===== config.mk =====
export PLATFORM = sky130hd
export DESIGN_NAME = conv_submap_descriptor_generator_flat
export DESIGN_NICKNAME = d
export VERILOG_FILES = /design/src/design/csdg_pkg.sv /design/src/design/csdg_req_if.sv /design/src/design/csdg_desc_if.sv /design/src/design/csdg_div.sv /design/src/design/csdg_ctrl.sv /design/src/design/csdg_dp.sv /design/src/design/conv_submap_descriptor_generator.sv /design/src/flat_wrapper.sv
export VERILOG_INCLUDE_DIRS = /design/src /design/src/design
export SDC_FILE = /design/constraint.sdc
export NUM_CORES = 1
export LEC_CHECK = 0
export BUFFER_PORTS_ARGS = -buffer_cell sky130_fd_sc_hd__buf_4
export CELL_PAD_IN_SITES_DETAIL_PLACEMENT = 1
export CELL_PAD_IN_SITES_GLOBAL_PLACEMENT = 1
export CORE_MARGIN = 5
export CORE_UTILIZATION = 45
export DETAILED_ROUTE_END_ITERATION = 12
export PLACE_DENSITY_LB_ADDON = 0.1
export SLEW_MARGIN = 20
export SYNTH_ARGS = -nofsm -noshare
export SYNTH_HDL_FRONTEND = slang
export SYNTH_SLANG_ARGS = --single-unit

===== constraint.sdc =====
create_clock -name clk_i -period 4.4 [get_ports clk_i]
set_input_delay 0.44 -clock clk_i [delete_from_list [all_inputs] [get_ports clk_i]]
set_output_delay 0.44 -clock clk_i [all_outputs]
set_load 0.02 [all_outputs]

===== src/design/conv_submap_descriptor_generator_macros.svh =====
// Assertion helpers shared by the divider and controller design files. Both expect clk_i and rst_ni in scope.
`ifndef CONV_SUBMAP_DESCRIPTOR_GENERATOR_MACROS_SVH
`define CONV_SUBMAP_DESCRIPTOR_GENERATOR_MACROS_SVH

// Same-cycle implication.
`define CSDG_ASSERT_IMP(label, ante, cons, msg) \
  label: assert property (@(posedge clk_i) disable iff (!rst_ni) (ante) |-> (cons)) \
    else $error(msg);

// Next-cycle implication.
`define CSDG_ASSERT_NXT(label, ante, cons, msg) \
  label: assert property (@(posedge clk_i) disable iff (!rst_ni) (ante) |=> (cons)) \
    else $error(msg);

`endif


===== src/design/csdg_pkg.sv =====
package csdg_pkg;

  localparam int unsigned KIND_W   = 1;
  localparam int unsigned FILT_W   = 5;
  localparam int unsigned STEP_W   = 4;
  localparam int unsigned PAD_W    = 6;
  localparam int unsigned IFM_W    = 13;
  localparam int unsigned SUB_W    = 3;
  localparam int unsigned OFS_W    = 5;
  localparam int unsigned TILE_W   = 4;
  // Raw offset width: the largest wide-mode offset is seven tiles of fifteen taps.
  localparam int unsigned OX_W     = 8;

  localparam int unsigned MAX_SPLIT_DEFAULT = 8;

  // Radix-4 divider: dividend covers the widest field, divisor covers a stride or tile.
  localparam int unsigned DIV_W     = 14;
  localparam int unsigned DIV_STEPS = DIV_W / 2;
  localparam int unsigned DCNT_W    = $clog2(DIV_STEPS);

  localparam int unsigned APB_AW   = 3;
  localparam int unsigned APB_DW   = 32;
  localparam int unsigned REG_BIT  = 2;

  localparam logic [TILE_W-1:0] WIDE_TILE_RESET  = TILE_W'(3);
  localparam logic [FILT_W-1:0] MAX_DIRECT_RESET = FILT_W'(7);

  typedef enum logic {
    REG_WIDE_TILE  = 1'b0,
    REG_MAX_DIRECT = 1'b1
  } reg_idx_e;

  typedef enum logic [2:0] {
    OP_FW   = 3'd0,
    OP_FH   = 3'd1,
    OP_PL   = 3'd2,
    OP_PT   = 3'd3,
    OP_PADL = 3'd4,
    OP_PADT = 3'd5,
    OP_IFMW = 3'd6,
    OP_IFMH = 3'd7
  } op_e;

  typedef struct packed {
    logic [KIND_W-1:0] kind;
    logic [FILT_W-1:0] filter_width;
    logic [FILT_W-1:0] filter_height;
    logic [STEP_W-1:0] step_x;
    logic [STEP_W-1:0] step_y;
    logic [PAD_W-1:0]  pad_left;
    logic [PAD_W-1:0]  pad_top;
    logic [IFM_W-1:0]  ifm_width;
    logic [IFM_W-1:0]  ifm_height;
  } req_t;

  typedef struct packed {
    logic [SUB_W-1:0]  sub_col;
    logic [SUB_W-1:0]  sub_row;
    logic [OFS_W-1:0]  offset_x;
    logic [OFS_W-1:0]  offset_y;
    logic [FILT_W-1:0] sub_width;
    logic [FILT_W-1:0] sub_height;
    logic [PAD_W-1:0]  sub_pad_left;
    logic [PAD_W-1:0]  sub_pad_top;
    logic [IFM_W-1:0]  sub_ifm_width;
    logic [IFM_W-1:0]  sub_ifm_height;
    logic              last;
  } desc_t;

  typedef struct packed {
    logic load;
    logic div_start;
    op_e  op;
    logic col_clr;
    logic col_inc;
    logic row_inc;
  } cmd_t;

  typedef struct packed {
    logic div_done;
    logic div_busy;
    logic empty;
    logic col_last;
    logic row_last;
  } sts_t;

endpackage


===== src/design/csdg_req_if.sv =====
interface csdg_req_if import csdg_pkg::*; ();
  logic              valid;
  logic              ready;
  logic [KIND_W-1:0] kind;
  logic [FILT_W-1:0] filter_width;
  logic [FILT_W-1:0] filter_height;
  logic [STEP_W-1:0] step_x;
  logic [STEP_W-1:0] step_y;
  logic [PAD_W-1:0]  pad_left;
  logic [PAD_W-1:0]  pad_top;
  logic [IFM_W-1:0]  ifm_width;
  logic [IFM_W-1:0]  ifm_height;

  modport source (
    output valid, kind, filter_width, filter_height, step_x, step_y,
           pad_left, pad_top, ifm_width, ifm_height,
    input  ready
  );
  modport sink (
    input  valid, kind, filter_width, filter_height, step_x, step_y,
           pad_left, pad_top, ifm_width, ifm_height,
    output ready
  );
endinterface


===== src/design/csdg_desc_if.sv =====
interface csdg_desc_if import csdg_pkg::*; ();
  logic              valid;
  logic              ready;
  logic [SUB_W-1:0]  sub_col;
  logic [SUB_W-1:0]  sub_row;
  logic [OFS_W-1:0]  offset_x;
  logic [OFS_W-1:0]  offset_y;
  logic [FILT_W-1:0] sub_width;
  logic [FILT_W-1:0] sub_height;
  logic [PAD_W-1:0]  sub_pad_left;
  logic [PAD_W-1:0]  sub_pad_top;
  logic [IFM_W-1:0]  sub_ifm_width;
  logic [IFM_W-1:0]  sub_ifm_height;
  logic              last;

  modport source (
    output valid, sub_col, sub_row, offset_x, offset_y, sub_width, sub_height,
           sub_pad_left, sub_pad_top, sub_ifm_width, sub_ifm_height, last,
    input  ready
  );
  modport sink (
    input  valid, sub_col, sub_row, offset_x, offset_y, sub_width, sub_height,
           sub_pad_left, sub_pad_top, sub_ifm_width, sub_ifm_height, last,
    output ready
  );
endinterface


===== src/design/csdg_div.sv =====
`include "conv_submap_descriptor_generator_macros.svh"

module csdg_div import csdg_pkg::*; (
  input  logic              clk_i,
  input  logic              rst_ni,
  input  logic              start_i,
  input  logic [DIV_W-1:0]  dividend_i,
  input  logic [STEP_W-1:0] divisor_i,
  output logic              busy_o,
  output logic              done_o,
  output logic [DIV_W-1:0]  quotient_o,
  output logic [STEP_W-1:0] remainder_o
);

  logic              busy_q, busy_d;
  logic              done_q, done_d;
  logic [DCNT_W-1:0] cnt_q, cnt_d;
  logic [DIV_W-1:0]  dq_q, dq_d;
  logic [STEP_W-1:0] rem_q, rem_d;
  logic [STEP_W-1:0] dvs_q, dvs_d;

  logic [STEP_W+1:0] part, d1, d2, d3;
  logic [STEP_W+1:0] part_rem;
  logic [1:0]        digit;

  // Two quotient bits per cycle: compare the partial remainder against 1x, 2x and 3x.
  always_comb begin
    part = {rem_q, dq_q[DIV_W-1 -: 2]};
    d1   = {2'b00, dvs_q};
    d2   = {1'b0, dvs_q, 1'b0};
    d3   = d1 + d2;
    priority if (part >= d3) begin
      digit    = 2'd3;
      part_rem = part - d3;
    end else if (part >= d2) begin
      digit    = 2'd2;
      part_rem = part - d2;
    end else if (part >= d1) begin
      digit    = 2'd1;
      part_rem = part - d1;
    end else begin
      digit    = 2'd0;
      part_rem = part;
    end
  end

  always_comb begin
    busy_d = busy_q;
    done_d = 1'b0;
    cnt_d  = cnt_q;
    dq_d   = dq_q;
    rem_d  = rem_q;
    dvs_d  = dvs_q;
    if (start_i) begin
      busy_d = 1'b1;
      cnt_d  = '0;
      dq_d   = dividend_i;
      rem_d  = '0;
      dvs_d  = divisor_i;
    end else if (busy_q) begin
      dq_d  = {dq_q[DIV_W-3:0], digit};
      rem_d = part_rem[STEP_W-1:0];
      cnt_d = cnt_q + DCNT_W'(1);
      if (cnt_q == DCNT_W'(DIV_STEPS - 1)) begin
        busy_d = 1'b0;
        done_d = 1'b1;
      end
    end
  end

  always_ff @(posedge clk_i or negedge rst_ni) begin
    if (!rst_ni) begin
      busy_q <= 1'b0;
      done_q <= 1'b0;
      cnt_q  <= '0;
    end else begin
      busy_q <= busy_d;
      done_q <= done_d;
      cnt_q  <= cnt_d;
    end
  end

  always_ff @(posedge clk_i) begin
    dq_q  <= dq_d;
    rem_q <= rem_d;
    dvs_q <= dvs_d;
  end

  assign busy_o      = busy_q;
  assign done_o      = done_q;
  assign quotient_o  = dq_q;
  assign remainder_o = rem_q;

  `CSDG_ASSERT_IMP(a_div_rem_below, done_q, rem_q < dvs_q, "remainder not below divisor")
  `CSDG_ASSERT_NXT(a_div_start_busy, start_i, busy_q, "divider did not start")
  `CSDG_ASSERT_IMP(a_div_done_idle, done_q, !busy_q, "divider done while still busy")

endmodule


===== src/design/csdg_ctrl.sv =====
`include "conv_submap_descriptor_generator_macros.svh"

module csdg_ctrl import csdg_pkg::*; (
  input  logic clk_i,
  input  logic rst_ni,
  input  logic req_valid_i,
  output logic req_ready_o,
  output logic desc_valid_o,
  input  logic desc_ready_i,
  input  sts_t sts_i,
  output cmd_t cmd_o
);

  typedef enum logic [3:0] {
    S_IDLE  = 4'b0001,
    S_ISSUE = 4'b0010,
    S_WAIT  = 4'b0100,
    S_OUT   = 4'b1000
  } state_e;

  state_e state_q, state_d;
  op_e    op_q, op_d;

  always_comb begin
    state_d       = state_q;
    op_d          = op_q;
    cmd_o         = '0;
    cmd_o.op      = op_q;
    req_ready_o   = 1'b0;
    desc_valid_o  = 1'b0;
    unique case (state_q)
      S_IDLE: begin
        req_ready_o = 1'b1;
        if (req_valid_i) begin
          cmd_o.load = 1'b1;
          op_d       = OP_FW;
          state_d    = S_ISSUE;
        end
      end
      S_ISSUE: begin
        cmd_o.div_start = 1'b1;
        state_d         = S_WAIT;
      end
      S_WAIT: begin
        if (sts_i.div_done) begin
          state_d = S_ISSUE;
          unique case (op_q)
            OP_FW:   op_d = OP_FH;
            OP_FH:   op_d = OP_PL;
            OP_PL:   op_d = OP_PT;
            OP_PT: begin
              // A wide split of a zero-tap side yields an empty grid.
              if (sts_i.empty) begin
                state_d = S_IDLE;
              end else begin
                op_d = OP_PADT;
              end
            end
            OP_PADT: op_d = OP_IFMH;
            OP_IFMH: op_d = OP_PADL;
            OP_PADL: op_d = OP_IFMW;
            OP_IFMW: state_d = S_OUT;
          endcase
        end
      end
      S_OUT: begin
        desc_valid_o = 1'b1;
        if (desc_ready_i) begin
          if (sts_i.col_last) begin
            if (sts_i.row_last) begin
              state_d = S_IDLE;
            end else begin
              cmd_o.row_inc = 1'b1;
              cmd_o.col_clr = 1'b1;
              op_d          = OP_PADT;
              state_d       = S_ISSUE;
            end
          end else begin
            cmd_o.col_inc = 1'b1;
            op_d          = OP_PADL;
            state_d       = S_ISSUE;
          end
        end
      end
      default: state_d = S_IDLE;
    endcase
  end

  always_ff @(posedge clk_i or negedge rst_ni) begin
    if (!rst_ni) begin
      state_q <= S_IDLE;
      op_q    <= OP_FW;
    end else begin
      state_q <= state_d;
      op_q    <= op_d;
    end
  end

  `CSDG_ASSERT_IMP(a_ctrl_start_free, cmd_o.div_start, !sts_i.div_busy, "divide issued while busy")
  `CSDG_ASSERT_NXT(a_ctrl_last_idle,
    desc_valid_o && desc_ready_i && sts_i.col_last && sts_i.row_last,
    state_q == S_IDLE, "no return to idle after final descriptor")
  `CSDG_ASSERT_IMP(a_ctrl_out_quiet, state_q == S_OUT,
    !sts_i.div_busy && !sts_i.div_done, "divider active while a descriptor is offered")

endmodule


===== src/design/csdg_dp.sv =====
module csdg_dp import csdg_pkg::*; #(
  parameter int unsigned MAX_SPLIT = MAX_SPLIT_DEFAULT
) (
  input  logic              clk_i,
  input  logic              rst_ni,
  input  req_t              req_i,
  input  logic [TILE_W-1:0] cfg_tile_i,
  input  logic [FILT_W-1:0] cfg_max_direct_i,
  input  cmd_t              cmd_i,
  output sts_t              sts_o,
  output desc_t             desc_o
);

  localparam int unsigned IdxW = (MAX_SPLIT > 1) ? $clog2(MAX_SPLIT) : 1;
  localparam int unsigned CntW = $clog2(MAX_SPLIT + 1);
  localparam logic [CntW-1:0] Limit = CntW'(MAX_SPLIT);

  req_t              req_q;
  logic [FILT_W-1:0] fwq_q, fhq_q;
  logic              fwr_nz_q, fhr_nz_q;
  logic [OX_W-1:0]   ox0_q, oy0_q, ox_q, oy_q;
  logic [PAD_W-1:0]  padl_q, padt_q;
  logic [IFM_W-1:0]  ifmw_q, ifmh_q;
  logic [IdxW-1:0]   col_q, row_q;

  logic [STEP_W-1:0] tile_eff, sxe, sye, dvs;
  logic [FILT_W-1:0] tx, ty;
  logic              wide;
  logic [DIV_W-1:0]  dvd, quo, ceil_q;
  logic [STEP_W-1:0] rem;
  logic              div_busy, div_done;
  logic [OX_W-1:0]   pl_left, pt_left, ox_next, oy_next;
  logic [IFM_W-1:0]  iw_left, ih_left;
  logic [FILT_W:0]   fw_ceil, fh_ceil;
  logic [CntW-1:0]   cols, rows;

  // Effective strides: a zero step acts as one; the wide split always steps by one tap.
  always_comb begin
    tile_eff = (cfg_tile_i == '0) ? STEP_W'(1) : cfg_tile_i;
    sxe = req_q.kind[0] ? STEP_W'(1) : ((req_q.step_x == '0) ? STEP_W'(1) : req_q.step_x);
    sye = req_q.kind[0] ? STEP_W'(1) : ((req_q.step_y == '0) ? STEP_W'(1) : req_q.step_y);
    wide = (req_q.filter_width > cfg_max_direct_i) || (req_q.filter_height > cfg_max_direct_i);
    tx = wide ? ((req_q.filter_width == FILT_W'(1)) ? FILT_W'(1) : FILT_W'(tile_eff))
              : req_q.filter_width;
    ty = wide ? ((req_q.filter_height == FILT_W'(1)) ? FILT_W'(1) : FILT_W'(tile_eff))
              : req_q.filter_height;
  end

  always_comb begin
    pl_left = (OX_W'(req_q.pad_left) > ox_q) ? OX_W'(req_q.pad_left) - ox_q : '0;
    pt_left = (OX_W'(req_q.pad_top) > oy_q) ? OX_W'(req_q.pad_top) - oy_q : '0;
    iw_left = (req_q.ifm_width > IFM_W'(col_q)) ? req_q.ifm_width - IFM_W'(col_q) : '0;
    ih_left = (req_q.ifm_height > IFM_W'(row_q)) ? req_q.ifm_height - IFM_W'(row_q) : '0;
  end

  always_comb begin
    unique case (cmd_i.op)
      OP_FW: begin
        dvd = DIV_W'(req_q.filter_width);
        dvs = req_q.kind[0] ? tile_eff : sxe;
      end
      OP_FH: begin
        dvd = DIV_W'(req_q.filter_height);
        dvs = req_q.kind[0] ? tile_eff : sye;
      end
      OP_PL: begin
        dvd = DIV_W'(req_q.pad_left);
        dvs = sxe;
      end
      OP_PT: begin
        dvd = DIV_W'(req_q.pad_top);
        dvs = sye;
      end
      OP_PADL: begin
        dvd = DIV_W'(pl_left);
        dvs = sxe;
      end
      OP_PADT: begin
        dvd = DIV_W'(pt_left);
        dvs = sye;
      end
      OP_IFMW: begin
        dvd = DIV_W'(iw_left);
        dvs = sxe;
      end
      OP_IFMH: begin
        dvd = DIV_W'(ih_left);
        dvs = sye;
      end
    endcase
  end

  csdg_div u_div (
    .clk_i       (clk_i),
    .rst_ni      (rst_ni),
    .start_i     (cmd_i.div_start),
    .dividend_i  (dvd),
    .divisor_i   (dvs),
    .busy_o      (div_busy),
    .done_o      (div_done),
    .quotient_o  (quo),
    .remainder_o (rem)
  );

  assign ceil_q = quo + DIV_W'(rem != '0);

  // Strided offsets wrap modulo the step; wide offsets advance one tile at a time.
  always_comb begin
    ox_next = req_q.kind[0] ? ox_q + OX_W'(tx)
            : ((ox_q == OX_W'(sxe) - OX_W'(1)) ? '0 : ox_q + OX_W'(1));
    oy_next = req_q.kind[0] ? oy_q + OX_W'(ty)
            : ((oy_q == OX_W'(sye) - OX_W'(1)) ? '0 : oy_q + OX_W'(1));
  end

  // Grid size per axis, capped at MAX_SPLIT.
  always_comb begin
    fw_ceil = {1'b0, fwq_q} + (FILT_W + 1)'(fwr_nz_q);
    fh_ceil = {1'b0, fhq_q} + (FILT_W + 1)'(fhr_nz_q);
    if (!req_q.kind[0]) begin
      cols = ((STEP_W + 1)'(sxe) > (STEP_W + 1)'(MAX_SPLIT)) ? Limit : CntW'(sxe);
      rows = ((STEP_W + 1)'(sye) > (STEP_W + 1)'(MAX_SPLIT)) ? Limit : CntW'(sye);
    end else begin
      if (!wide || req_q.filter_width == FILT_W'(1)) begin
        cols = CntW'(1);
      end else begin
        cols = (fw_ceil > (FILT_W + 1)'(MAX_SPLIT)) ? Limit : CntW'(fw_ceil);
      end
      if (!wide || req_q.filter_height == FILT_W'(1)) begin
        rows = CntW'(1);
      end else begin
        rows = (fh_ceil > (FILT_W + 1)'(MAX_SPLIT)) ? Limit : CntW'(fh_ceil);
      end
    end
  end

  always_ff @(posedge clk_i) begin
    if (cmd_i.load) begin
      req_q <= req_i;
    end
    if (div_done) begin
      unique case (cmd_i.op)
        OP_FW: begin
          fwq_q    <= quo[FILT_W-1:0];
          fwr_nz_q <= (rem != '0);
        end
        OP_FH: begin
          fhq_q    <= quo[FILT_W-1:0];
          fhr_nz_q <= (rem != '0);
        end
        OP_PL: begin
          ox0_q <= req_q.kind[0] ? '0 : OX_W'(rem);
          ox_q  <= req_q.kind[0] ? '0 : OX_W'(rem);
        end
        OP_PT: begin
          oy0_q <= req_q.kind[0] ? '0 : OX_W'(rem);
          oy_q  <= req_q.kind[0] ? '0 : OX_W'(rem);
        end
        OP_PADL: padl_q <= ceil_q[PAD_W-1:0];
        OP_PADT: padt_q <= ceil_q[PAD_W-1:0];
        OP_IFMW: ifmw_q <= ceil_q[IFM_W-1:0];
        OP_IFMH: ifmh_q <= ceil_q[IFM_W-1:0];
      endcase
    end else begin
      if (cmd_i.col_clr) begin
        ox_q <= ox0_q;
      end else if (cmd_i.col_inc) begin
        ox_q <= ox_next;
      end
      if (cmd_i.row_inc) begin
        oy_q <= oy_next;
      end
    end
  end

  always_ff @(posedge clk_i or negedge rst_ni) begin
    if (!rst_ni) begin
      col_q <= '0;
      row_q <= '0;
    end else begin
      if (cmd_i.load || cmd_i.col_clr) begin
        col_q <= '0;
      end else if (cmd_i.col_inc) begin
        col_q <= col_q + IdxW'(1);
      end
      if (cmd_i.load) begin
        row_q <= '0;
      end else if (cmd_i.row_inc) begin
        row_q <= row_q + IdxW'(1);
      end
    end
  end

  always_comb begin
    sts_o.div_done = div_done;
    sts_o.div_busy = div_busy;
    sts_o.empty    = (cols == '0) || (rows == '0);
    sts_o.col_last = ((CntW'(col_q) + CntW'(1)) == cols);
    sts_o.row_last = ((CntW'(row_q) + CntW'(1)) == rows);
  end

  always_comb begin
    desc_o.sub_col  = SUB_W'(col_q);
    desc_o.sub_row  = SUB_W'(row_q);
    desc_o.offset_x = (|ox_q[OX_W-1:OFS_W]) ? '1 : ox_q[OFS_W-1:0];
    desc_o.offset_y = (|oy_q[OX_W-1:OFS_W]) ? '1 : oy_q[OFS_W-1:0];
    if (req_q.kind[0]) begin
      desc_o.sub_width  = tx;
      desc_o.sub_height = ty;
    end else begin
      // The column whose offset is the last phase of the step gets the floor size.
      desc_o.sub_width  = ((ox_q == OX_W'(sxe) - OX_W'(1)) || !fwr_nz_q) ? fwq_q
                        : fwq_q + FILT_W'(1);
      desc_o.sub_height = ((oy_q == OX_W'(sye) - OX_W'(1)) || !fhr_nz_q) ? fhq_q
                        : fhq_q + FILT_W'(1);
    end
    desc_o.sub_pad_left   = padl_q;
    desc_o.sub_pad_top    = padt_q;
    desc_o.sub_ifm_width  = ifmw_q;
    desc_o.sub_ifm_height = ifmh_q;
    desc_o.last           = sts_o.col_last && sts_o.row_last;
  end

endmodule


===== src/design/conv_submap_descriptor_generator.sv =====
// Splits one convolution request into sub-filter descriptors, emitted row by row with the
// column index running fastest; the final one carries last. One request is handled at a
// time: the request port is ready only between requests. All divisions by stride or tile
// go through one shared radix-4 divider, one operation at a time, and that divider sets
// the pace of a request together with any output stall. A wide split of a zero-tap side
// gives no descriptors at all. Configuration registers live at byte addresses 0 (wide
// tile size) and 4 (largest direct filter side) on the APB port.
module conv_submap_descriptor_generator import csdg_pkg::*; #(
  parameter int unsigned MAX_SPLIT = MAX_SPLIT_DEFAULT
) (
  input  logic              clk_i,
  input  logic              rst_ni,
  csdg_req_if.sink          req_i,
  csdg_desc_if.source       desc_o,
  input  logic              psel,
  input  logic              penable,
  input  logic              pwrite,
  input  logic [APB_AW-1:0] paddr,
  input  logic [APB_DW-1:0] pwdata,
  output logic [APB_DW-1:0] prdata,
  output logic              pready
);

  logic [TILE_W-1:0] tile_q;
  logic [FILT_W-1:0] max_direct_q;
  logic              cfg_wr;
  reg_idx_e          reg_idx;

  req_t  req;
  desc_t desc;
  cmd_t  cmd;
  sts_t  sts;

  assign pready  = 1'b1;
  assign cfg_wr  = psel && penable && pwrite;
  assign reg_idx = reg_idx_e'(paddr[REG_BIT]);

  always_ff @(posedge clk_i or negedge rst_ni) begin
    if (!rst_ni) begin
      tile_q       <= WIDE_TILE_RESET;
      max_direct_q <= MAX_DIRECT_RESET;
    end else if (cfg_wr) begin
      unique case (reg_idx)
        REG_WIDE_TILE:  tile_q       <= pwdata[TILE_W-1:0];
        REG_MAX_DIRECT: max_direct_q <= pwdata[FILT_W-1:0];
      endcase
    end
  end

  always_comb begin
    unique case (reg_idx)
      REG_WIDE_TILE:  prdata = APB_DW'(tile_q);
      REG_MAX_DIRECT: prdata = APB_DW'(max_direct_q);
    endcase
  end

  always_comb begin
    req.kind          = req_i.kind;
    req.filter_width  = req_i.filter_width;
    req.filter_height = req_i.filter_height;
    req.step_x        = req_i.step_x;
    req.step_y        = req_i.step_y;
    req.pad_left      = req_i.pad_left;
    req.pad_top       = req_i.pad_top;
    req.ifm_width     = req_i.ifm_width;
    req.ifm_height    = req_i.ifm_height;
  end

  csdg_ctrl u_ctrl (
    .clk_i        (clk_i),
    .rst_ni       (rst_ni),
    .req_valid_i  (req_i.valid),
    .req_ready_o  (req_i.ready),
    .desc_valid_o (desc_o.valid),
    .desc_ready_i (desc_o.ready),
    .sts_i        (sts),
    .cmd_o        (cmd)
  );

  csdg_dp #(
    .MAX_SPLIT (MAX_SPLIT)
  ) u_dp (
    .clk_i            (clk_i),
    .rst_ni           (rst_ni),
    .req_i            (req),
    .cfg_tile_i       (tile_q),
    .cfg_max_direct_i (max_direct_q),
    .cmd_i            (cmd),
    .sts_o            (sts),
    .desc_o           (desc)
  );

  assign desc_o.sub_col        = desc.sub_col;
  assign desc_o.sub_row        = desc.sub_row;
  assign desc_o.offset_x       = desc.offset_x;
  assign desc_o.offset_y       = desc.offset_y;
  assign desc_o.sub_width      = desc.sub_width;
  assign desc_o.sub_height     = desc.sub_height;
  assign desc_o.sub_pad_left   = desc.sub_pad_left;
  assign desc_o.sub_pad_top    = desc.sub_pad_top;
  assign desc_o.sub_ifm_width  = desc.sub_ifm_width;
  assign desc_o.sub_ifm_height = desc.sub_ifm_height;
  assign desc_o.last           = desc.last;

endmodule

===== src/flat_wrapper.sv =====
// flat-port wrapper written by rule: the top's interface ports become plain ports
module conv_submap_descriptor_generator_flat import csdg_pkg::*;
#(
  parameter int unsigned MAX_SPLIT = MAX_SPLIT_DEFAULT
)
  (clk_i, rst_ni, psel, penable, pwrite, paddr, pwdata, prdata, pready, req_i_valid, req_i_kind, req_i_filter_width, req_i_filter_height, req_i_step_x, req_i_step_y, req_i_pad_left, req_i_pad_top, req_i_ifm_width, req_i_ifm_height, req_i_ready, desc_o_valid, desc_o_sub_col, desc_o_sub_row, desc_o_offset_x, desc_o_offset_y, desc_o_sub_width, desc_o_sub_height, desc_o_sub_pad_left, desc_o_sub_pad_top, desc_o_sub_ifm_width, desc_o_sub_ifm_height, desc_o_last, desc_o_ready);
  csdg_req_if req_i_i ();
  csdg_desc_if desc_o_i ();
  input  logic clk_i;
  input  logic rst_ni;
  input  logic psel;
  input  logic penable;
  input  logic pwrite;
  input  logic [APB_AW-1:0] paddr;
  input  logic [APB_DW-1:0] pwdata;
  output logic [APB_DW-1:0] prdata;
  output logic pready;
  input wire logic [$bits(req_i_i.valid)-1:0] req_i_valid;
  input wire logic [$bits(req_i_i.kind)-1:0] req_i_kind;
  input wire logic [$bits(req_i_i.filter_width)-1:0] req_i_filter_width;
  input wire logic [$bits(req_i_i.filter_height)-1:0] req_i_filter_height;
  input wire logic [$bits(req_i_i.step_x)-1:0] req_i_step_x;
  input wire logic [$bits(req_i_i.step_y)-1:0] req_i_step_y;
  input wire logic [$bits(req_i_i.pad_left)-1:0] req_i_pad_left;
  input wire logic [$bits(req_i_i.pad_top)-1:0] req_i_pad_top;
  input wire logic [$bits(req_i_i.ifm_width)-1:0] req_i_ifm_width;
  input wire logic [$bits(req_i_i.ifm_height)-1:0] req_i_ifm_height;
  output wire logic [$bits(req_i_i.ready)-1:0] req_i_ready;
  output wire logic [$bits(desc_o_i.valid)-1:0] desc_o_valid;
  output wire logic [$bits(desc_o_i.sub_col)-1:0] desc_o_sub_col;
  output wire logic [$bits(desc_o_i.sub_row)-1:0] desc_o_sub_row;
  output wire logic [$bits(desc_o_i.offset_x)-1:0] desc_o_offset_x;
  output wire logic [$bits(desc_o_i.offset_y)-1:0] desc_o_offset_y;
  output wire logic [$bits(desc_o_i.sub_width)-1:0] desc_o_sub_width;
  output wire logic [$bits(desc_o_i.sub_height)-1:0] desc_o_sub_height;
  output wire logic [$bits(desc_o_i.sub_pad_left)-1:0] desc_o_sub_pad_left;
  output wire logic [$bits(desc_o_i.sub_pad_top)-1:0] desc_o_sub_pad_top;
  output wire logic [$bits(desc_o_i.sub_ifm_width)-1:0] desc_o_sub_ifm_width;
  output wire logic [$bits(desc_o_i.sub_ifm_height)-1:0] desc_o_sub_ifm_height;
  output wire logic [$bits(desc_o_i.last)-1:0] desc_o_last;
  input wire logic [$bits(desc_o_i.ready)-1:0] desc_o_ready;
  assign req_i_i.valid = req_i_valid;
  assign req_i_i.kind = req_i_kind;
  assign req_i_i.filter_width = req_i_filter_width;
  assign req_i_i.filter_height = req_i_filter_height;
  assign req_i_i.step_x = req_i_step_x;
  assign req_i_i.step_y = req_i_step_y;
  assign req_i_i.pad_left = req_i_pad_left;
  assign req_i_i.pad_top = req_i_pad_top;
  assign req_i_i.ifm_width = req_i_ifm_width;
  assign req_i_i.ifm_height = req_i_ifm_height;
  assign req_i_ready = req_i_i.ready;
  assign desc_o_valid = desc_o_i.valid;
  assign desc_o_sub_col = desc_o_i.sub_col;
  assign desc_o_sub_row = desc_o_i.sub_row;
  assign desc_o_offset_x = desc_o_i.offset_x;
  assign desc_o_offset_y = desc_o_i.offset_y;
  assign desc_o_sub_width = desc_o_i.sub_width;
  assign desc_o_sub_height = desc_o_i.sub_height;
  assign desc_o_sub_pad_left = desc_o_i.sub_pad_left;
  assign desc_o_sub_pad_top = desc_o_i.sub_pad_top;
  assign desc_o_sub_ifm_width = desc_o_i.sub_ifm_width;
  assign desc_o_sub_ifm_height = desc_o_i.sub_ifm_height;
  assign desc_o_last = desc_o_i.last;
  assign desc_o_i.ready = desc_o_ready;
  conv_submap_descriptor_generator #(.MAX_SPLIT(MAX_SPLIT)) u_core (.clk_i(clk_i), .rst_ni(rst_ni), .req_i(req_i_i), .desc_o(desc_o_i), .psel(psel), .penable(penable), .pwrite(pwrite), .paddr(paddr), .pwdata(pwdata), .prdata(prdata), .pready(pready));
endmodule

# Yosys cells after proc, flatten, opt, wreduce, memory -nomap -nowiden
# Index checks and enable logic that the tools add are counted.
[op_classes] n_addsub=24 n_mul=0 n_div=0 n_lt_le_gt_ge=13 n_eq_ne=26 shift=0 muxes=89 bitwise=1 reduce_logical=43
[op_table] operator="one-hot mux 14 bit (8 select lines)" count=1
[op_table] operator="2-to-1 mux 8 bit" count=13
[op_table] operator="2-to-1 mux 4 bit" count=25
[op_table] operator="one-hot mux 32 bit (2 select lines)" count=1
[op_table] operator="2-to-1 mux 3 bit" count=14
[op_table] operator="one-hot mux 4 bit (4 select lines)" count=2
[op_table] operator="2-to-1 mux 5 bit" count=6
[op_table] operator="2-to-1 mux 14 bit" count=2
[op_table] operator="> comparator 13 x 3 -> 1 bit" count=2
[op_table] operator="2-to-1 mux 13 bit" count=2
[op_table] operator="subtractor 13 x 3 -> 13 bit" count=2
[op_table] operator="AND reduction 2 bit" count=11
[op_table] operator="one-hot mux 3 bit (7 select lines)" count=1
[op_table] operator="zero test 4 bit" count=5
[op_table] operator="adder 8 x 1 -> 8 bit, second input constant" count=2
[op_table] operator="adder 8 x 5 -> 8 bit" count=2
[op_table] operator="equality test 8 bit" count=2
[op_table] operator="> comparator 6 x 8 -> 1 bit" count=2
[op_table] operator="subtractor 6 x 8 -> 8 bit" count=2
[op_table] operator="equality test 3 bit, second input constant" count=5
[op_table] operator="2-to-1 mux 1 bit" count=15
[op_table] operator="adder 13 x 1 -> 13 bit" count=1
[op_table] operator="adder 5 x 1 -> 6 bit" count=2
[op_table] operator="> comparator 6 x 4 -> 1 bit, second input constant" count=2
[op_table] operator="38 further kinds" count=74
[word_totals] regBits=180 latch_bits=0 ram_bits=0 romBits=0 output_inout_bits=100 mem_count=0

# Logic depth before layout (Yosys ltp)
[logic_depth] ltp_word=14 depth_mapped=19 ltp_nobuf=18

# Modules after synthesis
# Synthesis repeated with hierarchy kept, for this count alone.
[hier_totals] cells_unflattened=1078 area_unflattened_um2=11489.8
[modules_own_cells] module="csdg_dp" instances=1 cells_per_inst=804 area_per_inst_um2=8483.1 seq_area_each_um2=3963.8
[modules_own_cells] module="csdg_div" instances=1 cells_per_inst=158 area_per_inst_um2=1773.0 seq_area_each_um2=745.7
[modules_own_cells] module="conv_submap_descriptor_generator" instances=1 cells_per_inst=56 area_per_inst_um2=664.4 seq_area_each_um2=231.5
[modules_own_cells] module="csdg_ctrl" instances=1 cells_per_inst=60 area_per_inst_um2=569.3 seq_area_each_um2=176.4

# Least setup slack after synthesis
# OpenSTA, ideal clock, no wires.
[synth_path] path_kind="register to register" start="register u_core.max_direct_q[2]" end="register u_core.u_dp.oy_q[7] (data pin)" t_arrival_ps=3509 slack_ps=622 stages_incl_launch_ff=18 n_path_buf=1 period_less_slack_ps=3778 path_cell_list="dfstp_2 > inv_1 > ha_1 > o21ai_1 > a21oi_1 > o31a_1 > nor2_1 > clkbuf_1 > nand2_1 > o21ai_0 > ha_1 > a21o_1 > a21oi_1 > o21bai_1 > a21oi_1 > mux2_2 > a21oi_1 > nor3_1"
[synth_between] elab_chain_cells=7 word_cells_on_any_way=8 classes_between="add/sub (1); order compare (2); mux (4); reduce/logical (1)"
[synth_rtl] element="start: declaration" line_no="conv_submap_descriptor_generator.sv:25" source="logic [FILT_W-1:0] max_direct_q;"
[synth_rtl] element="start signal: assignment" line_no="conv_submap_descriptor_generator.sv:45" source="REG_MAX_DIRECT: max_direct_q <= pwdata[FILT_W-1:0];"
[synth_rtl] element="> comparator 5 bit" line_no="csdg_dp.sv:42" source="wide = (req_q.filter_width > cfg_max_direct_i) || (req_q.filter_height > cfg_max_direct_i);"
[synth_rtl] element="logical OR 1 bit *" line_no="csdg_dp.sv:42"
[synth_rtl] element="2-to-1 mux 5 bit *" line_no="csdg_dp.sv:45" source="ty = wide ? ((req_q.filter_height == FILT_W'(1)) ? FILT_W'(1) : FILT_W'(tile_eff))"
[synth_rtl] element="adder 8 x 5 -> 8 bit *" line_no="csdg_dp.sv:111" source="oy_next = req_q.kind[0] ? oy_q + OX_W'(ty)"
[synth_rtl] element="2-to-1 mux 8 bit *" line_no="csdg_dp.sv:111"
[synth_rtl] element="2-to-1 mux 8 bit *" line_no="csdg_dp.sv:169" source="if (cmd_i.row_inc) begin"
[synth_rtl] element="2-to-1 mux 8 bit *" line_no="csdg_dp.sv:140" source="if (div_done) begin"
[synth_rtl] element="end signal: assignment" line_no="csdg_dp.sv:156" source="oy_q <= req_q.kind[0] ? '0 : OX_W'(rem);"
[synth_rtl] element="end signal: assignment" line_no="csdg_dp.sv:170" source="oy_q <= oy_next;"
[synth_rtl] element="end: declaration" line_no="csdg_dp.sv:21" source="logic [OX_W-1:0] ox0_q, oy0_q, ox_q, oy_q;"
# Every way passes the cells marked *; elsewhere a longest branch is shown, timed or not. The select of a mux whose other input is x is not followed.
# A chain may end at the register's enable or synchronous reset.

# Worst setup path after layout
[layout_path] start="register u_core.max_direct_q[2]" end="output desc_o_last"
[layout_between] elab_chain_cells=8 word_cells_on_any_way=13 classes_between="order compare (2); eq/ne (2); mux (4); reduce/logical (5)"
[layout_rtl] element="> comparator 5 bit" line_no="csdg_dp.sv:42"
[layout_rtl] element="logical OR 1 bit *" line_no="csdg_dp.sv:42"
[layout_rtl] element="zero test 1 bit *" line_no="csdg_dp.sv:123, csdg_dp.sv:128"
[layout_rtl] element="logical OR 1 bit (on tied branches)" line_no="csdg_dp.sv:123, csdg_dp.sv:128"
[layout_rtl] element="2-to-1 mux 4 bit (on tied branches)" line_no="csdg_dp.sv:123, csdg_dp.sv:128"
[layout_rtl] element="2-to-1 mux 4 bit" line_no="csdg_dp.sv:119" source="if (!req_q.kind[0]) begin"
[layout_rtl] element="equality test 4 bit (on tied branches)" line_no="csdg_dp.sv:197, csdg_dp.sv:198"
[layout_rtl] element="logical AND 1 bit *" line_no="csdg_dp.sv:220" source="desc_o.last = sts_o.col_last && sts_o.row_last;"
[layout_rtl] element="end: declaration" line_no="flat_wrapper.sv:40" source="output wire logic [$bits(desc_o_i.last)-1:0] desc_o_last;"
# Every way passes the cells marked *; elsewhere a longest branch is shown, timed or not.

==> impl_metrics.yaml <==
run_status:
  status: "finished, final reports clean"
routing:
  drt_pre_antenna_iters: 5
  routed_wl_um: 36300
  routedWlPerCell_um: 22.6
  viasPerCell: 5.81
  vias: 9323
  initialDrtViolationCount: 626
  drc: 0
  antenna_left: 0
clocking:
  cts_tree: "done"
  cts_buffers: 17
  clk_pin_slew_ns: 0.08
  clkSinkCount: 176
  htree_levels: 4
  clk_path_buf_depth: 2
  clock_latency_ns: 0.44
  cts_setup_buffers: 0
  cts_root_buf: "clkbuf_16"
global_route:
  grt_util_all_layers_pct: 25.0
  antenna_found_initial: 0
  grt_pass1_wl_um: 56100
  gr-total-overflow: 0
  first_global_vias: 9749
  grt_max_degree: 56
placement:
  gp_congestion: 0.892
  dpl_cell_area_um2: 12900
  place_ws_ns: -0.0871
  dp_hpwl_um: 28100
  io_buffers: 141
timing:
  fin_crit_ns: 4.25
  relSlewSlack_pct: 35.0
  setup_slack_ns: 0.146
  skew_ns: 0.00841
  fmax_mhz: 235
  setup_viol: 0
  maxSlewViolCount: 0
  worst_pin_slew_ns: 0.962
  layout_worst_path_cycle_share_pct: 96.7
  rsz0062_at_grt: "false"
  hold_viol: 0
floorplan:
  start_util_pct: 45.7
  ios: 199
  die_y_um: 170
  core_um2: 25200
  num_rows: 58
  die-area_um2: 28900
  die_w_um: 170
critical_path:
  end_kind: "primary output"
  critical_path_class: "reg -> out"
  path_max_fanout: 9
  required_ns: 3.96
  crit_arrival_ns: 3.81
  critPathLaunchType: "register"
final_layout:
  multi_input_area_um2: 5920
  regArea_um2: 5120
  design_area_um2: 13600
  diodes: 0
  drive_gt1_share_pct: 20.2
  synthToLayoutAreaGrowth_pct: 17.8
  nFillCells: 2772
  nNetsFinal: 1442
synth:
  netlist.area_leader.share_pct: 37.8
  synthMostInstantiatedCell: "edfxtp_1"
  synth_edf_count: 145
  ys_warn_count: 0
  muxShareOfSynthArea_pct: 3.93
  yosys.area_share.simple_pct: 15.3
  synth_cell_types: 84
  synth_adder_area_share_pct: 9.57
  yosysSeqAreaShare_pct: 44.5
  syn-instance-count: 1112
  ys_ff_latch: 176
  synth_area_leaders: "edfxtp_1, ha_1, dfrtp_1"
  synth_top_family_by_area: "simple AND/OR/NAND/NOR gates"
  synth-xor-area-share_pct: 6.93
  avgSynthCellArea_um2: 10.3
  synth_commonest_cells: "edfxtp_1, nor2_1, nand2_1"
  ys.flop_type: "edfxtp_1"
  syn_area_um2: 11500
  ys_async_sr_fraction_pct: 15.3
  yosysTopAreaCell: "edfxtp_1"
  synth_compound_area_share_pct: 14.6
pwr:
  ir_drop_v: 0.000283
  p_per_area_nw_per_um2: 549
  leakage_uw: 0.00543
job:
  cap_violations: 0
hold_path:
  hold_path.class: "in -> reg"
## flip-flops by register name, summed over array words and instances, names as in the netlist, 3 cells and up
register,flops
u_core.u_dp.padl_q,6
u_core.u_dp.u_div.dvs_q,4
u_core.u_dp.fwq_q,5
u_core.u_dp.col_q,3
u_core.u_dp.row_q,3
u_core.u_dp.fhq_q,5
u_core.u_dp.padt_q,6
u_core.u_dp.ox_q,8
u_core.max_direct_q,5
u_core.u_dp.ifmw_q,13
u_core.u_ctrl.op_q,3
u_core.u_dp.req_q,57
u_core.u_dp.u_div.cnt_q,3
u_core.u_ctrl.state_q,4
u_core.u_dp.ox0_q,4
u_core.u_dp.u_div.remainder_o,4
u_core.u_dp.ifmh_q,13
u_core.u_dp.u_div.quotient_o,14
u_core.u_dp.oy_q,8
u_core.tile_q,4
## path summary, 6_finish.rpt
| check | start | to | slack, ns | cells past startpoint |
|---|---|---|---|---|
| max | u_core.max_direct_q[2]$_DFFE_PN1P_ | desc_o_last | 0.15 | 11 |
| min in group asynchronous | rst_ni | u_core.u_dp.row_q[0]$_DFFE_PN0P_ | 0.48 | 2 |
| min | req_i_ifm_width[11] | u_core.u_dp.req_q[24]$_DFFE_PP_ | 0.17 | 1 |
| max in group asynchronous | rst_ni | u_core.tile_q[0]$_DFFE_PN1P_ | 3.58 | 2 |
| max reg2reg | u_core.max_direct_q[2]$_DFFE_PN1P_ | u_core.u_dp.oy_q[7]$_SDFFCE_PP0P_ | 0.30 | 15 |
| min reg2reg | u_core.u_dp.u_div.cnt_q[2]$_DFFE_PN0P_ | u_core.u_dp.u_div.cnt_q[2]$_DFFE_PN0P_ | 0.56 | 2 |
## cells by family after synthesis
family | count (synthesis)
muxes | 42
DFF | 176
AOI/OAI and AO/OA | 244
buffers and inverters | 125
adders and majority gates | 82
other | 2
and+or+nand+nor | 350
xor gates and xnor gates | 91
## power by group
part	leakage (uW)	total, uW	switching (uW)	internal, uW
Clock	0.000287	1540	776	762
Combinational	0.00343	3120	1850	1270
Sequential	0.00171	2780	441	2340
Total	0.00543	7440	3060	4370
## layer usage
| metal | track usage [%] | share of wire, % |
|---|---|---|
| met1 | 34.4 | 45 |
| met2 | 42.5 | 48 |
| met3 | 2.83 | 4.5 |
| met4 | 6.08 | 1.9 |
| met5 | 0 | 0 |
## cell usage in the layout, fill, tap and decap left out, types with 6 or more instances in the layout
cell type | netlist | layout
a211o_1 | 6 | 6
dfrtp_1 | 21 | 21
o32ai_1 | 6 | 6
o211ai_1 | 7 | 7
fa_1 | 10 | 10
nand2b_1 | 18 | 18
conb_1 | 2 | 28
ha_1 | 72 | 72
o221ai_1 | 10 | 10
inv_1 | 58 | 57
buf_4 | 28 | 170
o21bai_1 | 6 | 6
mux2_2 | 25 | 25
dfstp_2 | 6 | 6
nand3_1 | 23 | 23
o21ai_0 | 51 | 51
xnor2_1 | 52 | 52
edfxtp_1 | 145 | 145
xor2_1 | 39 | 39
nand4_1 | 14 | 14
nand2_1 | 87 | 86
a31oi_1 | 10 | 10
clkbuf_16 | 0 | 17
or3_1 | 7 | 7
o21a_1 | 6 | 6
a21o_1 | 19 | 19
nor3_1 | 41 | 40
a21oi_1 | 55 | 55
nor2_1 | 88 | 87
nor3b_1 | 8 | 8
mux2i_1 | 17 | 17
clkinv_8 | 0 | 6
nor2b_1 | 21 | 21
a211oi_1 | 8 | 8
o21ai_1 | 6 | 6
o22ai_1 | 8 | 8
## final cells by class
cell class / instances / share of cell area, %
clock inverter: 15 / 1.28
inverter: 58 / 1.61
tap: 330 / 3.05
multi-input combinational: 837 / 43.7
clock buffer: 17 / 3.14
timing repair buffer: 171 / 9.49
sequential: 176 / 37.8
## critical path: stages, from the launching register on
cell      delay [ns]
dfstp_2         0.55
inv_1           0.06
ha_1            0.29
o21ai_1         0.16
a21oi_1         0.10
o31ai_2         0.40
nand2_2         0.25
a221oi_2        0.45
xnor2_1         0.24
or3_1           0.49
nor2_1          0.21
buf_4           0.18
## per-stage QoR
stage	hold slack (ns)	util [%]	std cells	setup TNS (ns)	total power (uW)
2_1_floorplan	0.144	-	1138	0	4790
3_3_place_gp	0.408	51.3	1571	0	5750
3_5_place_dp	0.408	51.3	1571	-0.138	5870
4_1_cts	0.154	53.8	1604	0	7440
5_1_grt	0.153	53.8	1604	0	7900
6_report	0.168	53.8	1604	0	7440
## what timing repair did
action	4_1_cts	5_1_grt
endpoints found under the setup margin	2	6
pin swaps	0	0
hold buffers	1	0
endpoints found under the hold margin	21	0
gates resized for setup	1	3
No activity file was read; power rests on OpenSTA's default activity.
